<file path="config.mk">
export PLATFORM = sky130hd
export DESIGN_NAME = rkpp_delay
export DESIGN_NICKNAME = d
export VERILOG_FILES = /design/src/rtl/rkpp_delay.sv
export SDC_FILE = /design/constraint.sdc
export NUM_CORES = 1
export LEC_CHECK = 0
export ABC_AREA = 1
export BUFFER_PORTS_ARGS = -buffer_cell sky130_fd_sc_hd__clkbuf_2
export CELL_PAD_IN_SITES_DETAIL_PLACEMENT = 1
export CELL_PAD_IN_SITES_GLOBAL_PLACEMENT = 2
export CORE_UTILIZATION = 31
export DETAILED_ROUTE_END_ITERATION = 8
export GPL_TIMING_DRIVEN = 0
export PLACE_DENSITY_LB_ADDON = 0.1
export SLEW_MARGIN = 20
export SYNTH_ARGS = -nofsm -noshare
export SYNTH_HDL_FRONTEND = slang
export SYNTH_SLANG_ARGS = --single-unit
export TNS_END_PERCENT = 50
</file>
<file path="constraint.sdc">
create_clock -name aclk -period 0.8 [get_ports aclk]
set_input_delay 0.16 -clock aclk [delete_from_list [all_inputs] [get_ports aclk]]
set_output_delay 0.16 -clock aclk [all_outputs]
set_load 0.05 [all_outputs]
</file>
<file path="src/rtl/rkpp_delay.sv">
`default_nettype none
module rkpp_delay #(
    parameter int WIDTH = 8,
    parameter int DEPTH = 2
) (
    input  wire logic             aclk,
    input  wire logic             aresetn,
    input  wire logic             en,
    input  wire logic             in_valid,
    input  wire logic [WIDTH-1:0] in_data,
    output logic                  out_valid,
    output logic      [WIDTH-1:0] out_data
);
    logic [WIDTH-1:0] data_reg [DEPTH];
    logic [DEPTH-1:0] valid_reg;

    // valid line, cleared by reset
    always_ff @(posedge aclk) begin
        if (!aresetn) begin
            valid_reg <= '0;
        end else if (en) begin
            valid_reg <= {valid_reg[DEPTH-2:0], in_valid};
        end
    end

    // data line
    always_ff @(posedge aclk) begin
        if (en) begin
            data_reg[0] <= in_data;
            for (int i = 1; i < DEPTH; i++) begin
                data_reg[i] <= data_reg[i-1];
            end
        end
    end

    assign out_valid = valid_reg[DEPTH-1];
    assign out_data  = data_reg[DEPTH-1];
endmodule
`default_nettype wire

</file>
==> impl_metrics.ini <==
[sta]
setup_viol = 9
finClkSkew_ns = 0.001889
max_freq_ghz = 0.9537
setup_slack_ns = -0.2486
rsz0062_at_grt = yes
relSlewSlack = 0.6987
finalCritPeriodShare = 1.311
slew_violations = 0
hold_viol_final = 0
worst_pin_slew_ns = 0.4519
fin_crit_ns = 1.049

[global_routing]
gr-usage-all-layers = 0.09106
grt_pass1_vias = 312
antenna_found_initial = 0
grt_max_degree = 21
gr-total-overflow = 0
grt_pass1_wl_um = 1297

[floorplanning]
start_util = 0.3444
rows = 15
chipHeight_um = 46.74
die_area_mm2 = 0.002185
die_width_um = 46.74
core_area_mm2 = 0.001802
io_pins = 21

[routing]
ant_nets = 0
wirelength_um = 832
wl_per_cell_um = 10.81
drc = 0
via_per_inst = 3.948
vias = 304
drt_iter0_drc = 6
drt_pass1_iterations = 3

[clocking]
cts_made_buffers = 3
clock_path_buffers = 2
clk_latency_ns = 0.27
clkTransAtPathRegs_ns = 0.09
root_buffer = clkbuf_4
cts_tree = built
postCtsSetupBuffers = 0
h-tree-depth = 1
cts_sinks = 18

[placed_design]
placed_area_um2 = 753.2
dp_hpwl_um = 645.7
post-place-ws_ns = -0.1161
gp_congestion = 0.5874
port_buffers = 20

[synth]
ys_top_cells_by_area = edfxtp_1 77%, buf_4 9.7%, dfxtp_1 6.5%, nand2_1 2.4%, nor2_1 1.8%
yosysSeqAreaShare = 0.8387
synth_area_um2 = 620.6
synthesis.nets = 48
syn_inst = 36
yosys.area.top_type = edfxtp_1
synth_seq_cells = 18
ys.warnings.count = 0
avgSynthCellArea_um2 = 17.24
synth.distinct_cells = 7
yosys.area.top_type_share = 0.7742

[critical_path]
end_kind = primary output
crit_arrival_ns = 0.89
slowest_delay_ns = 0.42
worstPathCellList = clkbuf_16
worst-setup-path-type = reg -> out
critPathTopFamily = flip-flops
path_max_fanout = 1
required_ns = 0.64
crit_path_start_kind = flip-flop
slowest_stage = edfxtp_1
worst-path-buf-inv = 1

[min_path]
hp-class = in -> reg

[flow_run]
cap_violations = 0

[final_layout]
n_antenna_cell = 0
fin_util = 0.4993
drive_above_1_share = 0.4808
nets = 65
areaGrowthSynthToFinish_pct = 44.96
largest_reg_flops = 16
design_area_um2 = 899.6

[pwr]
irDropWorstVdd_v = 0.0008167
p_leak_nw = 0.3716
total_power_w = 0.001864
powerDensity_mw_per_mm2 = 2072

[run_status]
status = complete, but fails checks
violations = negative setup slack
through the flow:
| step | hold WS [ns] | setup TNS (ns) | std cells |
|---|---|---|---|
| 6_report | 0.05389 | -2.077 | 77 |
| 5_1_grt | 0.03221 | -2.462 | 77 |
| 4_1_cts | 0.04566 | -2.158 | 77 |
| 3_5_place_dp | 0.3391 | -2.561 | 81 |
| 3_3_place_gp | 0.3366 | -1.370 | 81 |
| 2_1_floorplan | 0.2589 | 0 | 36 |
where the power goes:
group / internal, W / switching, W / leakage, nW
registers: 0.00110 / 0.0000321 / 0.174
logic: 0.000149 / 0.000150 / 0.183
clock network: 0.000193 / 0.000238 / 0.0150
total: 0.00144 / 0.000420 / 0.372
synth_stat cells (all sizes together):
master,instances
buf,8
dfxtp,2
nand2,4
nor2,4
inv,2
edfxtp,16
per-layer routing:
| metal | GRT usage | routed length, um | up-vias |
|---|---|---|---|
| met2 | 0.1611 | 492 | 13 |
| met5 | 0 | 0 | - |
| met3 | 0.03846 | 49 | 0 |
| met1 | 0.08867 | 291 | 144 |
| met4 | 0.05143 | 0 | 0 |
| li1 | - | - | 147 |
cells in the final DEF (no fill, tap or decap), drive strengths merged:
master,count
dfxtp,2
nand2,4
clkbuf,24
nor2,4
inv,2
edfxtp,16
final timing paths:
check | slack [ns] | end | cells past startpoint | startpoint
setup / recovery | -0.25 | out_data[2] | 1 | data_reg[0][10]$_DFFE_PP_
hold / removal | 0.05 | data_reg[0][2]$_DFFE_PP_ | 1 | in_data[2]
setup reg to reg | 0.17 | valid_reg[1]$_SDFFE_PN0P_ | 4 | valid_reg[0]$_SDFFE_PN0P_
hold reg to reg | 0.43 | data_reg[0][11]$_DFFE_PP_ | 0 | data_reg[0][3]$_DFFE_PP_
cell families after synthesis:
logic type / synth area share
flops: 0.8387
simple gates: 0.05242
buf+inv: 0.1089
repair_timing:
item | 4_1_cts | 5_1_grt
hold endpoints to repair | 0 | 0
pin swaps | 0 | 0
resized for setup | 27 | 0
hold buffers | 0 | 0
setup endpoints to repair | 9 | 9
final cells by class:
| cell class | instances | area (um^2) |
|---|---|---|
| Fill cell | 191 | 902.1 |
| Timing Repair Buffer | 20 | 280.3 |
| Multi-Input combinational cell | 8 | 32.53 |
| Tap cell | 25 | 31.28 |
| Inverter | 2 | 7.507 |
| Clock buffer | 4 | 26.28 |
| Sequential cell | 18 | 521.8 |
Note: power is estimated with default switching activity, not from simulation.
