===== src/rtl/rkpp_pkg.sv =====
`default_nettype none
package rkpp_pkg;

    // number format: signed fixed point
    localparam int DATA_WIDTH = 32;
    localparam int FRAC_BITS  = 16;
    localparam int CFG_WIDTH  = 31;
    localparam int IDX_WIDTH  = 3;

    // register indexes
    localparam logic [IDX_WIDTH-1:0] REG_GROWTH_PREY     = 3'd0;
    localparam logic [IDX_WIDTH-1:0] REG_PREDATION_RATE  = 3'd1;
    localparam logic [IDX_WIDTH-1:0] REG_DEATH_PREDATOR  = 3'd2;
    localparam logic [IDX_WIDTH-1:0] REG_CONVERSION_RATE = 3'd3;
    localparam logic [IDX_WIDTH-1:0] REG_STEP_SIZE       = 3'd4;

    // register reset values
    localparam logic [CFG_WIDTH-1:0] RST_GROWTH_PREY     = 31'd1966080;
    localparam logic [CFG_WIDTH-1:0] RST_PREDATION_RATE  = 31'd65536;
    localparam logic [CFG_WIDTH-1:0] RST_DEATH_PREDATOR  = 31'd1966080;
    localparam logic [CFG_WIDTH-1:0] RST_CONVERSION_RATE = 31'd65536;
    localparam logic [CFG_WIDTH-1:0] RST_STEP_SIZE       = 31'd655;

    // reciprocal of three for the averaging divide
    localparam logic [DATA_WIDTH:0] RECIP3 = 33'h055555556;

    localparam int DIV_LAT = 3;

    typedef logic signed [DATA_WIDTH-1:0]   word_t;
    typedef logic signed [2*DATA_WIDTH-1:0] prod_t;

    localparam word_t WORD_MAX = {1'b0, {(DATA_WIDTH-1){1'b1}}};
    localparam word_t WORD_MIN = {1'b1, {(DATA_WIDTH-1){1'b0}}};

    typedef struct packed {
        word_t val;
        logic  sat;
    } sat_t;

    typedef struct packed {
        logic [CFG_WIDTH-1:0] a;
        logic [CFG_WIDTH-1:0] b;
        logic [CFG_WIDTH-1:0] c;
        logic [CFG_WIDTH-1:0] d;
        logic [CFG_WIDTH-1:0] h;
    } cfg_t;

    // per-item context carried alongside the arithmetic
    typedef struct packed {
        word_t t;
        word_t x;
        word_t y;
        word_t accp;
        word_t accq;
        logic  ovf;
    } ctx_t;

    typedef struct packed {
        word_t t;
        word_t x;
        word_t y;
        logic  ovf;
    } res_t;

    // product scaled back by FRAC_BITS, truncated toward zero, saturated
    function automatic sat_t mul_norm(input prod_t p);
        logic signed [2*DATA_WIDTH-FRAC_BITS-1:0] fl;
        logic signed [2*DATA_WIDTH-FRAC_BITS-1:0] r;
        logic                                     rnd;
        sat_t                                     o;
        fl    = p[2*DATA_WIDTH-1:FRAC_BITS];
        rnd   = p[2*DATA_WIDTH-1] && (|p[FRAC_BITS-1:0]);
        r     = fl + {{(2*DATA_WIDTH-FRAC_BITS-1){1'b0}}, rnd};
        o.sat = !((&r[2*DATA_WIDTH-FRAC_BITS-1:DATA_WIDTH-1])
                  || !(|r[2*DATA_WIDTH-FRAC_BITS-1:DATA_WIDTH-1]));
        if (o.sat) begin
            o.val = r[2*DATA_WIDTH-FRAC_BITS-1] ? WORD_MIN : WORD_MAX;
        end else begin
            o.val = r[DATA_WIDTH-1:0];
        end
        return o;
    endfunction

    function automatic sat_t sat_add(input word_t a, input word_t b);
        logic signed [DATA_WIDTH:0] s;
        sat_t                       o;
        s     = {a[DATA_WIDTH-1], a} + {b[DATA_WIDTH-1], b};
        o.sat = s[DATA_WIDTH] ^ s[DATA_WIDTH-1];
        o.val = o.sat ? (s[DATA_WIDTH] ? WORD_MIN : WORD_MAX) : s[DATA_WIDTH-1:0];
        return o;
    endfunction

    function automatic sat_t sat_sub(input word_t a, input word_t b);
        logic signed [DATA_WIDTH:0] s;
        sat_t                       o;
        s     = {a[DATA_WIDTH-1], a} - {b[DATA_WIDTH-1], b};
        o.sat = s[DATA_WIDTH] ^ s[DATA_WIDTH-1];
        o.val = o.sat ? (s[DATA_WIDTH] ? WORD_MIN : WORD_MAX) : s[DATA_WIDTH-1:0];
        return o;
    endfunction

    function automatic word_t cfg_word(input logic [CFG_WIDTH-1:0] v);
        return {{(DATA_WIDTH-CFG_WIDTH){1'b0}}, v};
    endfunction

endpackage
`default_nettype wire


===== src/rtl/rkpp_skid.sv =====
`default_nettype none
// two-entry result queue between the pipeline and the result channel
module rkpp_skid (
    input  wire logic          aclk,
    input  wire logic          aresetn,
    input  wire logic          push,
    input  wire rkpp_pkg::res_t in_data,
    output logic               has_room,
    output logic               m_valid,
    input  wire logic          m_ready,
    output rkpp_pkg::res_t     head
);
    import rkpp_pkg::*;

    logic [1:0] count_reg, count_next;
    res_t       head_reg, tail_reg;
    logic       pop;

    assign pop        = m_ready && (count_reg != 2'd0);
    assign count_next = count_reg + {1'b0, push} - {1'b0, pop};

    always_ff @(posedge aclk) begin
        if (!aresetn) begin
            count_reg <= 2'd0;
        end else begin
            count_reg <= count_next;
        end
    end

    // entry movement
    always_ff @(posedge aclk) begin
        if (pop) begin
            if (count_reg == 2'd2) begin
                head_reg <= tail_reg;
                if (push) begin
                    tail_reg <= in_data;
                end
            end else if (push) begin
                head_reg <= in_data;
            end
        end else if (push) begin
            if (count_reg == 2'd0) begin
                head_reg <= in_data;
            end else begin
                tail_reg <= in_data;
            end
        end
    end

    assign has_room = (count_reg != 2'd2) || m_ready;
    assign m_valid  = (count_reg != 2'd0);
    assign head     = head_reg;
endmodule
`default_nettype wire


===== config.mk =====
export PLATFORM = sky130hd
export DESIGN_NAME = rkpp_skid
export DESIGN_NICKNAME = d
export VERILOG_FILES = /design/src/rtl/rkpp_pkg.sv /design/src/rtl/rkpp_skid.sv
export SDC_FILE = /design/constraint.sdc
export NUM_CORES = 1
export LEC_CHECK = 0
export BUFFER_PORTS_ARGS = -buffer_cell sky130_fd_sc_hd__buf_2
export CAP_MARGIN = 40
export CELL_PAD_IN_SITES_DETAIL_PLACEMENT = 0
export CELL_PAD_IN_SITES_GLOBAL_PLACEMENT = 1
export CORE_UTILIZATION = 30
export CTS_CLUSTER_DIAMETER = 200
export DETAILED_ROUTE_END_ITERATION = 8
export GPL_TIMING_DRIVEN = 1
export PLACE_DENSITY = 0.57
export SKIP_CTS_REPAIR_TIMING = 1
export SYNTH_ARGS = -nofsm -noshare
export SYNTH_HDL_FRONTEND = slang
export SYNTH_SLANG_ARGS = --single-unit

===== constraint.sdc =====
create_clock -name aclk -period 26.9 [get_ports aclk]
set_input_delay 5.38 -clock aclk [delete_from_list [all_inputs] [get_ports aclk]]
set_output_delay 5.38 -clock aclk [all_outputs]
set_load 0.01 [all_outputs]

==> metrics.txt <==
status finished clean; # diodes 0; final net count 634; initial DRC count 139; vias per cell about 4.3; drt first pass iters 5; Starting Density 30.7%; Vias 3680; gr usage total 11.7%; die width 157 um; Top Ports 200; Port Buffers 199; clock buffer depth 2; Core Area between 20000 and 25000 um^2; post-synthesis net count 422; most frequent cells in the layout buf_2, edfxtp_1, mux2_2; met3 wire length 1.20 mm; Worst IR Drop VDD 0.0000384 V; commonest non-fill, non-tap cell in the layout buf_2; Mapped Area about 7200 um^2; Clock transition at path regs 0.07 ns; TritonCTS clock tree built; wire length per cell 16.3 um; fillers 2206; largest net degree at the start of global routing 60; R2R Path Start count_reg[0]; asr flop ratio synth 0%; Pwr per Cell Area roughly 73 nW/um^2; ANT nets after route 0; Post-DP HPWL 9.03 mm; Crit Path Category primary input to output pin; root buffer cell clkbuf_16; Min Hold Slack 0.549 ns; Worst setup SP type primary input; area of the multi-input gates 1290 um^2; Final Hold Violating Endpoints 0; crit path max fanout 6; Leak 3.51 nW; num rows 56; Post-Synth XOR/XNOR Area 0%; first-pass GRT wire length 21.7 mm; syn avg cell area between 20 and 25 um^2; final setup fails 0; CTS Buf Count 17; routability cong. 0.721; crit path time final 11.20 ns; highest routed layer met4; Yosys reg bits about 200; Die Height ~160 um; Worst Tran Pin Value between 0.8 and 0.9 ns; mux cell area share after synthesis roughly 16%; YS warnings 0; RSZ-0062 raised after global routing false; sequential area share after synthesis 81.5%; Post-Synthesis Cells 320; synth unique cells 18; Worst Setup End Kind output pin; vias in the first global route between 3000 and 4000; Final Max Slew Viols 0; Clock Latency Late Sink 0.42 ns; Post-synth EDFFs 194; Synth Area in Simple Gates 0.712%; Setup Skew between 0.01 and 0.015 ns; ys flop type edfxtp_1; Peak Freq between 0.08 and 0.09 GHz; Hold Path Class flop to flop; worst endpoint data arrival time 5.82 ns; WL met2 6.65 mm; max-cap violations 0; area grow syn2layout 27.2%; layout cells sized above 1 61.1%; Area contributors post-synth edfxtp_1, mux2_2, mux2_4; clock sinks around 200; Pwr Total 670 uW; Critical Path Source m_ready; compound-cell area share of the yosys netlist 0.209%; wl on met1 6.12 mm; drt total wl 14.1 mm; Slew Limit Headroom 44.2%; top-area cell type share of the netlist area 80.9%; main combinational cell family by area after synthesis multiplexers; Crit path required time 21.52 ns; area leader, netlist edfxtp_1; sequential cell area between 5000 and 6000 um^2; # DRC 0; # H-tree levels 4; hold_sp tail_reg[43]; total gr overflow 0; initial antenna violation count 0; Synth Area in Adders 0.174%; Setup TNS 0 ns; Die Area roughly 25000 um^2; Final period util 41.6%
[logic make-up (layout without fill, tap and decap cells)]
kind of cell | after synthesis | in the layout
compound gates | 3 | 3
simple gates | 9 | 9
flops | 196 | 196
fa+ha+maj | 1 | 1
buf+inv | 12 | 237
mux | 99 | 99
[worst max-delay path, stage by stage]
cell     delay [ns]
buf_2          0.14
inv_1          0.07
nand3_1        0.08
buf_2          0.15
[per-stage QoR]
step | setup WS, ns | util (%) | area (um^2) | instances
after detailed placement | 15.70 | 36.6 | 8580 | 832
after floorplan | 13.98 | - | 7200 | 320
after global placement | 15.70 | 36.6 | 8580 | 832
after global routing | 15.64 | 39.0 | 9160 | 864
final | 15.70 | 39.0 | 9160 | 864
after CTS | 15.69 | 39.0 | 9160 | 864
[area by class of cell]
class / count / share of cell area [%]
clock inverters: 15 / 1.65
flip-flops and latches: 196 / 64.0
multi-input cells: 112 / 14.0
repair buffers: 203 / 11.2
clock buffers: 17 / 4.64
inverters: 2 / 0.0819
well taps: 319 / 4.36
[report_power, final]
part / leakage (nW) / switching, mW / total [mW] / internal (mW)
combinational: 1.37 / 0.0312 / 0.0544 / 0.0232
clock: 0.279 / 0.118 / 0.249 / 0.131
sequential: 1.86 / 0.00509 / 0.367 / 0.362
total: 3.51 / 0.154 / 0.670 / 0.516
[routing by layer]
metal  track usage (%)  up-vias
met5                 0        -
met4              3.50        0
met3              4.87        6
met2              18.6      117
met1              14.5     1858
li1                  -     1699
[Yosys cell counts (2+ instances only)]
master / instances
mux2i_1: 2
mux2_4: 19
edfxtp_1: 194
o21ai_0: 3
buf_6: 2
dfxtp_1: 2
mux2_2: 78
nand2_1: 3
inv_1: 2
buf_2: 7
[final timing paths]
| kind | depth (start not counted) | slack, ns | end |
|---|---|---|---|
| hold reg to reg | 1 | 0.55 | head[43] |
| hold / removal | 1 | 0.55 | head[43] |
| setup reg to reg | 4 | 24.32 | head[62] |
| setup / recovery | 4 | 15.70 | has_room |
(Power assumes the default switching activity.)
