**config.mk**
```make
export PLATFORM = sky130hd
export DESIGN_NAME = rkpp_div6
export DESIGN_NICKNAME = d
export VERILOG_FILES = /design/src/rtl/rkpp_pkg.sv /design/src/rtl/rkpp_div6.sv
export SDC_FILE = /design/constraint.sdc
export NUM_CORES = 2
export LEC_CHECK = 0
export ABC_AREA = 0
export BUFFER_PORTS_ARGS = -buffer_cell sky130_fd_sc_hd__buf_2
export CORE_UTILIZATION = 35
export DETAILED_ROUTE_END_ITERATION = 10
export PLACE_DENSITY = 0.56
export SLEW_MARGIN = 20
export SYNTH_ARGS = -nofsm -noshare
export SYNTH_HDL_FRONTEND = slang
export SYNTH_SLANG_ARGS = --single-unit
```
**constraint.sdc**
```tcl
create_clock -name aclk -period 20.3 [get_ports aclk]
set_input_delay 2.03 -clock aclk [delete_from_list [all_inputs] [get_ports aclk]]
set_output_delay 2.03 -clock aclk [all_outputs]
set_load 0.1 [all_outputs]
```
**src/rtl/rkpp_pkg.sv**
```systemverilog
`default_nettype none
package rkpp_pkg;

    // number format: signed fixed point
    localparam int DATA_WIDTH = 32;
    localparam int FRAC_BITS  = 16;
    localparam int CFG_WIDTH  = 31;
    localparam int IDX_WIDTH  = 3;

    // register indexes
    localparam logic [IDX_WIDTH-1:0] REG_GROWTH_PREY     = 3'd0;
    localparam logic [IDX_WIDTH-1:0] REG_PREDATION_RATE  = 3'd1;
    localparam logic [IDX_WIDTH-1:0] REG_DEATH_PREDATOR  = 3'd2;
    localparam logic [IDX_WIDTH-1:0] REG_CONVERSION_RATE = 3'd3;
    localparam logic [IDX_WIDTH-1:0] REG_STEP_SIZE       = 3'd4;

    // register reset values
    localparam logic [CFG_WIDTH-1:0] RST_GROWTH_PREY     = 31'd1966080;
    localparam logic [CFG_WIDTH-1:0] RST_PREDATION_RATE  = 31'd65536;
    localparam logic [CFG_WIDTH-1:0] RST_DEATH_PREDATOR  = 31'd1966080;
    localparam logic [CFG_WIDTH-1:0] RST_CONVERSION_RATE = 31'd65536;
    localparam logic [CFG_WIDTH-1:0] RST_STEP_SIZE       = 31'd655;

    // reciprocal of three for the averaging divide
    localparam logic [DATA_WIDTH:0] RECIP3 = 33'h055555556;

    localparam int DIV_LAT = 3;

    typedef logic signed [DATA_WIDTH-1:0]   word_t;
    typedef logic signed [2*DATA_WIDTH-1:0] prod_t;

    localparam word_t WORD_MAX = {1'b0, {(DATA_WIDTH-1){1'b1}}};
    localparam word_t WORD_MIN = {1'b1, {(DATA_WIDTH-1){1'b0}}};

    typedef struct packed {
        word_t val;
        logic  sat;
    } sat_t;

    typedef struct packed {
        logic [CFG_WIDTH-1:0] a;
        logic [CFG_WIDTH-1:0] b;
        logic [CFG_WIDTH-1:0] c;
        logic [CFG_WIDTH-1:0] d;
        logic [CFG_WIDTH-1:0] h;
    } cfg_t;

    // per-item context carried alongside the arithmetic
    typedef struct packed {
        word_t t;
        word_t x;
        word_t y;
        word_t accp;
        word_t accq;
        logic  ovf;
    } ctx_t;

    typedef struct packed {
        word_t t;
        word_t x;
        word_t y;
        logic  ovf;
    } res_t;

    // product scaled back by FRAC_BITS, truncated toward zero, saturated
    function automatic sat_t mul_norm(input prod_t p);
        logic signed [2*DATA_WIDTH-FRAC_BITS-1:0] fl;
        logic signed [2*DATA_WIDTH-FRAC_BITS-1:0] r;
        logic                                     rnd;
        sat_t                                     o;
        fl    = p[2*DATA_WIDTH-1:FRAC_BITS];
        rnd   = p[2*DATA_WIDTH-1] && (|p[FRAC_BITS-1:0]);
        r     = fl + {{(2*DATA_WIDTH-FRAC_BITS-1){1'b0}}, rnd};
        o.sat = !((&r[2*DATA_WIDTH-FRAC_BITS-1:DATA_WIDTH-1])
                  || !(|r[2*DATA_WIDTH-FRAC_BITS-1:DATA_WIDTH-1]));
        if (o.sat) begin
            o.val = r[2*DATA_WIDTH-FRAC_BITS-1] ? WORD_MIN : WORD_MAX;
        end else begin
            o.val = r[DATA_WIDTH-1:0];
        end
        return o;
    endfunction

    function automatic sat_t sat_add(input word_t a, input word_t b);
        logic signed [DATA_WIDTH:0] s;
        sat_t                       o;
        s     = {a[DATA_WIDTH-1], a} + {b[DATA_WIDTH-1], b};
        o.sat = s[DATA_WIDTH] ^ s[DATA_WIDTH-1];
        o.val = o.sat ? (s[DATA_WIDTH] ? WORD_MIN : WORD_MAX) : s[DATA_WIDTH-1:0];
        return o;
    endfunction

    function automatic sat_t sat_sub(input word_t a, input word_t b);
        logic signed [DATA_WIDTH:0] s;
        sat_t                       o;
        s     = {a[DATA_WIDTH-1], a} - {b[DATA_WIDTH-1], b};
        o.sat = s[DATA_WIDTH] ^ s[DATA_WIDTH-1];
        o.val = o.sat ? (s[DATA_WIDTH] ? WORD_MIN : WORD_MAX) : s[DATA_WIDTH-1:0];
        return o;
    endfunction

    function automatic word_t cfg_word(input logic [CFG_WIDTH-1:0] v);
        return {{(DATA_WIDTH-CFG_WIDTH){1'b0}}, v};
    endfunction

endpackage
`default_nettype wire

```
**src/rtl/rkpp_div6.sv**
```systemverilog
`default_nettype none
// two lanes of signed divide by six, truncating toward zero, three stages
module rkpp_div6 (
    input  wire logic           aclk,
    input  wire logic           en,
    input  wire rkpp_pkg::word_t a,
    input  wire rkpp_pkg::word_t b,
    output rkpp_pkg::word_t     a_q,
    output rkpp_pkg::word_t     b_q
);
    import rkpp_pkg::*;

    logic [DATA_WIDTH-1:0]   a_mag, b_mag;
    logic [DATA_WIDTH-2:0]   a_half_reg, b_half_reg;
    logic                    a_neg_reg, b_neg_reg, a_neg2_reg, b_neg2_reg;
    logic [2*DATA_WIDTH:0]   a_prod_reg, b_prod_reg;
    word_t                   a_tq, b_tq, a_q_reg, b_q_reg;

    assign a_mag = a[DATA_WIDTH-1] ? -a : a;
    assign b_mag = b[DATA_WIDTH-1] ? -b : b;
    // floor(n/3) = (n * RECIP3) >> DATA_WIDTH for n below 2^(DATA_WIDTH-1)
    assign a_tq  = a_prod_reg[2*DATA_WIDTH-1:DATA_WIDTH];
    assign b_tq  = b_prod_reg[2*DATA_WIDTH-1:DATA_WIDTH];

    always_ff @(posedge aclk) begin
        if (en) begin
            a_half_reg <= a_mag[DATA_WIDTH-1:1];
            b_half_reg <= b_mag[DATA_WIDTH-1:1];
            a_neg_reg  <= a[DATA_WIDTH-1];
            b_neg_reg  <= b[DATA_WIDTH-1];
            a_prod_reg <= {{(DATA_WIDTH+2){1'b0}}, a_half_reg} * RECIP3;
            b_prod_reg <= {{(DATA_WIDTH+2){1'b0}}, b_half_reg} * RECIP3;
            a_neg2_reg <= a_neg_reg;
            b_neg2_reg <= b_neg_reg;
            a_q_reg    <= a_neg2_reg ? -a_tq : a_tq;
            b_q_reg    <= b_neg2_reg ? -b_tq : b_tq;
        end
    end

    assign a_q = a_q_reg;
    assign b_q = b_q_reg;
endmodule
`default_nettype wire

```
==> impl_metrics.csv <==
group,metric,value,unit
synth,synth_area_leaders,"fa_1 (35%), ha_1 (24%), edfxtp_1 (15%)",
cells_and_area,fin_nets,5103,
clock_tree,insertion_delay,0.51,ns
sta,skew,0.0223,ns
global_routing,grt_max_degree,84,
clock_tree,clock-sinks,190,
cells_and_area,mostFrequentLayoutCell,"inv_1",
sta,worst_slew_pin_slew,1.08,ns
sta,rsz0062_at_grt,"false",
floorplan,die_h,331,microns
clock_tree,clockRootBuffer,"clkbuf_16",
clock_tree,clkSlewWorstSetupHoldPaths,0.09,ns
cells_and_area,area_growth,7.94,%
synth,yosysSeqAreaShare,15.0,%
routing,drt-initial-drc-count,1436,
routing,drc_errors,0,
clock_tree,ctsHoldBuffers,0,
floorplan,die-area,0.110,sq mm
synth,synth_edf_count,190,
worst_setup_path,crit_fanout,9,
synth,ys.flop_type,"edfxtp_1",
routing,vias_per_cell,4.80,
worst_hold_path,holdCritPathClass,"flip-flop to flip-flop",
placed_design,port_buffers,129,
cells_and_area,diodes,0,
floorplan,start_util,35.4,%
sta,fmaxAchievable,0.115,GHz
synth,async_flop_share,0,%
routing,wl_per_cell,19.9,microns
floorplan,io_pins,130,
clock_tree,cts_tree,"built",
global_routing,grt_pass1_vias,25800,
global_routing,grt_overflow_total,0,
placed_design,pre_cts_slack,11.66,ns
worst_setup_path,cp.required,20.56,ns
floorplan,fp-row-count,120,
synth,synth_seq_cells,190,
placed_design,place_congestion,0.985,
worst_setup_path,r2r-start,"b_half_reg[14]",
synth,yosysWarnings,0,
job,drv_cap,0,
sta,slew_headroom,28.2,%
clock_tree,h-tree-depth,4,
synth,yosysTopAreaCellShare,35.0,%
sta,drv_slew,0,
sta,finalHoldViolCount,0,
global_routing,antenna_found_initial,7,
placed_design,dpl.hpwl,89.8,mm
synth,yosysTopAreaCell,"fa_1",
synth,ys_types,62,
global_routing,gr-usage-all-layers,18.7,%
routing,firstDrtPassIters,7,
worst_setup_path,timing.rr.end,"b_prod_reg[57]",
global_routing,grt_pass1_wl,153,mm
clock_tree,clk_path_buf_depth,2,
clock_tree,postCtsSetupRepairBufs,0,
sta,fin_setup_tns,0,ns
worst_setup_path,startpoint_type,"flip-flop",
floorplan,core,0.107,sq mm
worst_setup_path,cp-endpoint,"b_prod_reg[57]",
routing,vias,24300,
routing,routed_wl,101,mm
cells_and_area,drive_gt1_share,4.95,%
clock_tree,cts_resized,0,
worst_setup_path,crit_start,"b_half_reg[14]",
worst_setup_path,reg2reg_slack,11.60,ns
synth,avgSynthCellArea,10.8,sq um
sta,fin_ws,11.60,ns
floorplan,die_w,331,microns
worst_setup_path,critPathKind,"flip-flop to flip-flop",
worst_setup_path,r2r_cells,25,
worst_setup_path,crit_arrival,8.97,ns
sta,fin_crit_sh,42.9,%
clock_tree,numCtsBuffers,17,
routing,ant_nets,0,
cells_and_area,final_cell_mix,"inv_1 (977), ha_1 (728), fa_1 (663)",
cells_and_area,fill_cells,10700,
sta,finalSetupViolCount,0,
synth,syn_area,0.0379,sq mm
worst_setup_path,endpoint_kind,"flip-flop",
synth,syn_inst,3513,
sta,finalCriticalPeriod,8.70,ns
synth,syn_nets,4970,
run_status,status,"finished clean",
-- cells by family (layout without fill, tap and decap cells) --
| logic type | after synthesis | in the layout | synth area share [%] |
|---|---|---|---|
| fa+ha+maj | 1391 | 1391 | 59.0 |
| buf+inv | 997 | 1143 | 9.86 |
| compound gates | 364 | 364 | 6.16 |
| simple gates | 344 | 344 | 4.70 |
| xor+xnor | 227 | 227 | 5.24 |
| flops | 190 | 190 | 15.0 |
-- per-stage QoR --
stage	hold slack [ns]	util, %	cell area (sq um)	std cells
after detailed placement	0.413	37.6	40300	5030
final	0.437	38.2	41000	5062
after CTS	0.436	38.2	41000	5062
after global routing	0.456	38.2	41000	5062
after global placement	0.403	37.6	40300	5030
after floorplan	0.400	-	37900	3513
-- cell type report --
class	count	area [sq um]	area share [%]
flip-flops and latches	190	5710	13.9
inverters	977	3670	8.96
clock inverters	15	214	0.522
multi-input cells	2326	28500	69.6
clock buffers	17	425	1.04
well taps	1403	1760	4.29
repair buffers	134	693	1.69
-- Yosys cell counts (all sizes together) (46+ instances only) --
library cell / number
ha: 728
o21ai: 82
edfxtp: 190
fa: 663
xor2: 67
xnor2: 160
nand2: 112
a21oi: 104
nor2: 46
a21o: 49
inv: 977
-- per-layer routing --
layer  track usage [%]  wire length [microns]  vias to the layer above
li1                  -                      -                    11500
met1              24.5                  44100                    12200
met2              31.3                  48600                      467
met3              4.44                   6430                       89
met4              3.92                   1650                       16
met5             0.695                    191                        -
-- how the worst min path moves through the flow --
stage | slack, ns | end | startpoint | cells past startpoint
2_1_floorplan | 0.40 | a_neg2_reg | a_neg_reg | 0
3_3_place_gp | 0.40 | b_neg2_reg | b_neg_reg | 0
3_5_place_dp | 0.41 | b_neg2_reg | b_neg_reg | 0
4_1_cts | 0.44 | b_neg2_reg | b_neg_reg | 0
5_1_grt | 0.46 | a_neg2_reg | a_neg_reg | 0
6_report | 0.44 | b_neg2_reg | b_neg_reg | 0
-- worst max-delay path, cell delays in order, from the launching register on --
cell	delay [ns]
edfxtp_1	0.65
ha_1	0.45
xor2_1	0.51
ha_1	0.34
inv_1	0.15
fa_1	0.47
fa_1	0.53
inv_1	0.06
fa_1	0.56
fa_1	0.43
fa_1	0.48
inv_1	0.05
fa_1	0.60
inv_1	0.07
ha_1	0.37
and3_1	0.25
nand4_1	0.15
a211o_1	0.24
a21oi_1	0.33
o21ai_0	0.18
buf_4	0.20
a211oi_1	0.53
nor4_1	0.17
o31ai_1	0.39
a21oi_1	0.14
xnor2_1	0.14
Power is not shown: default switching activity piles up to over one toggle a cycle in this logic, so the estimate is an artifact.
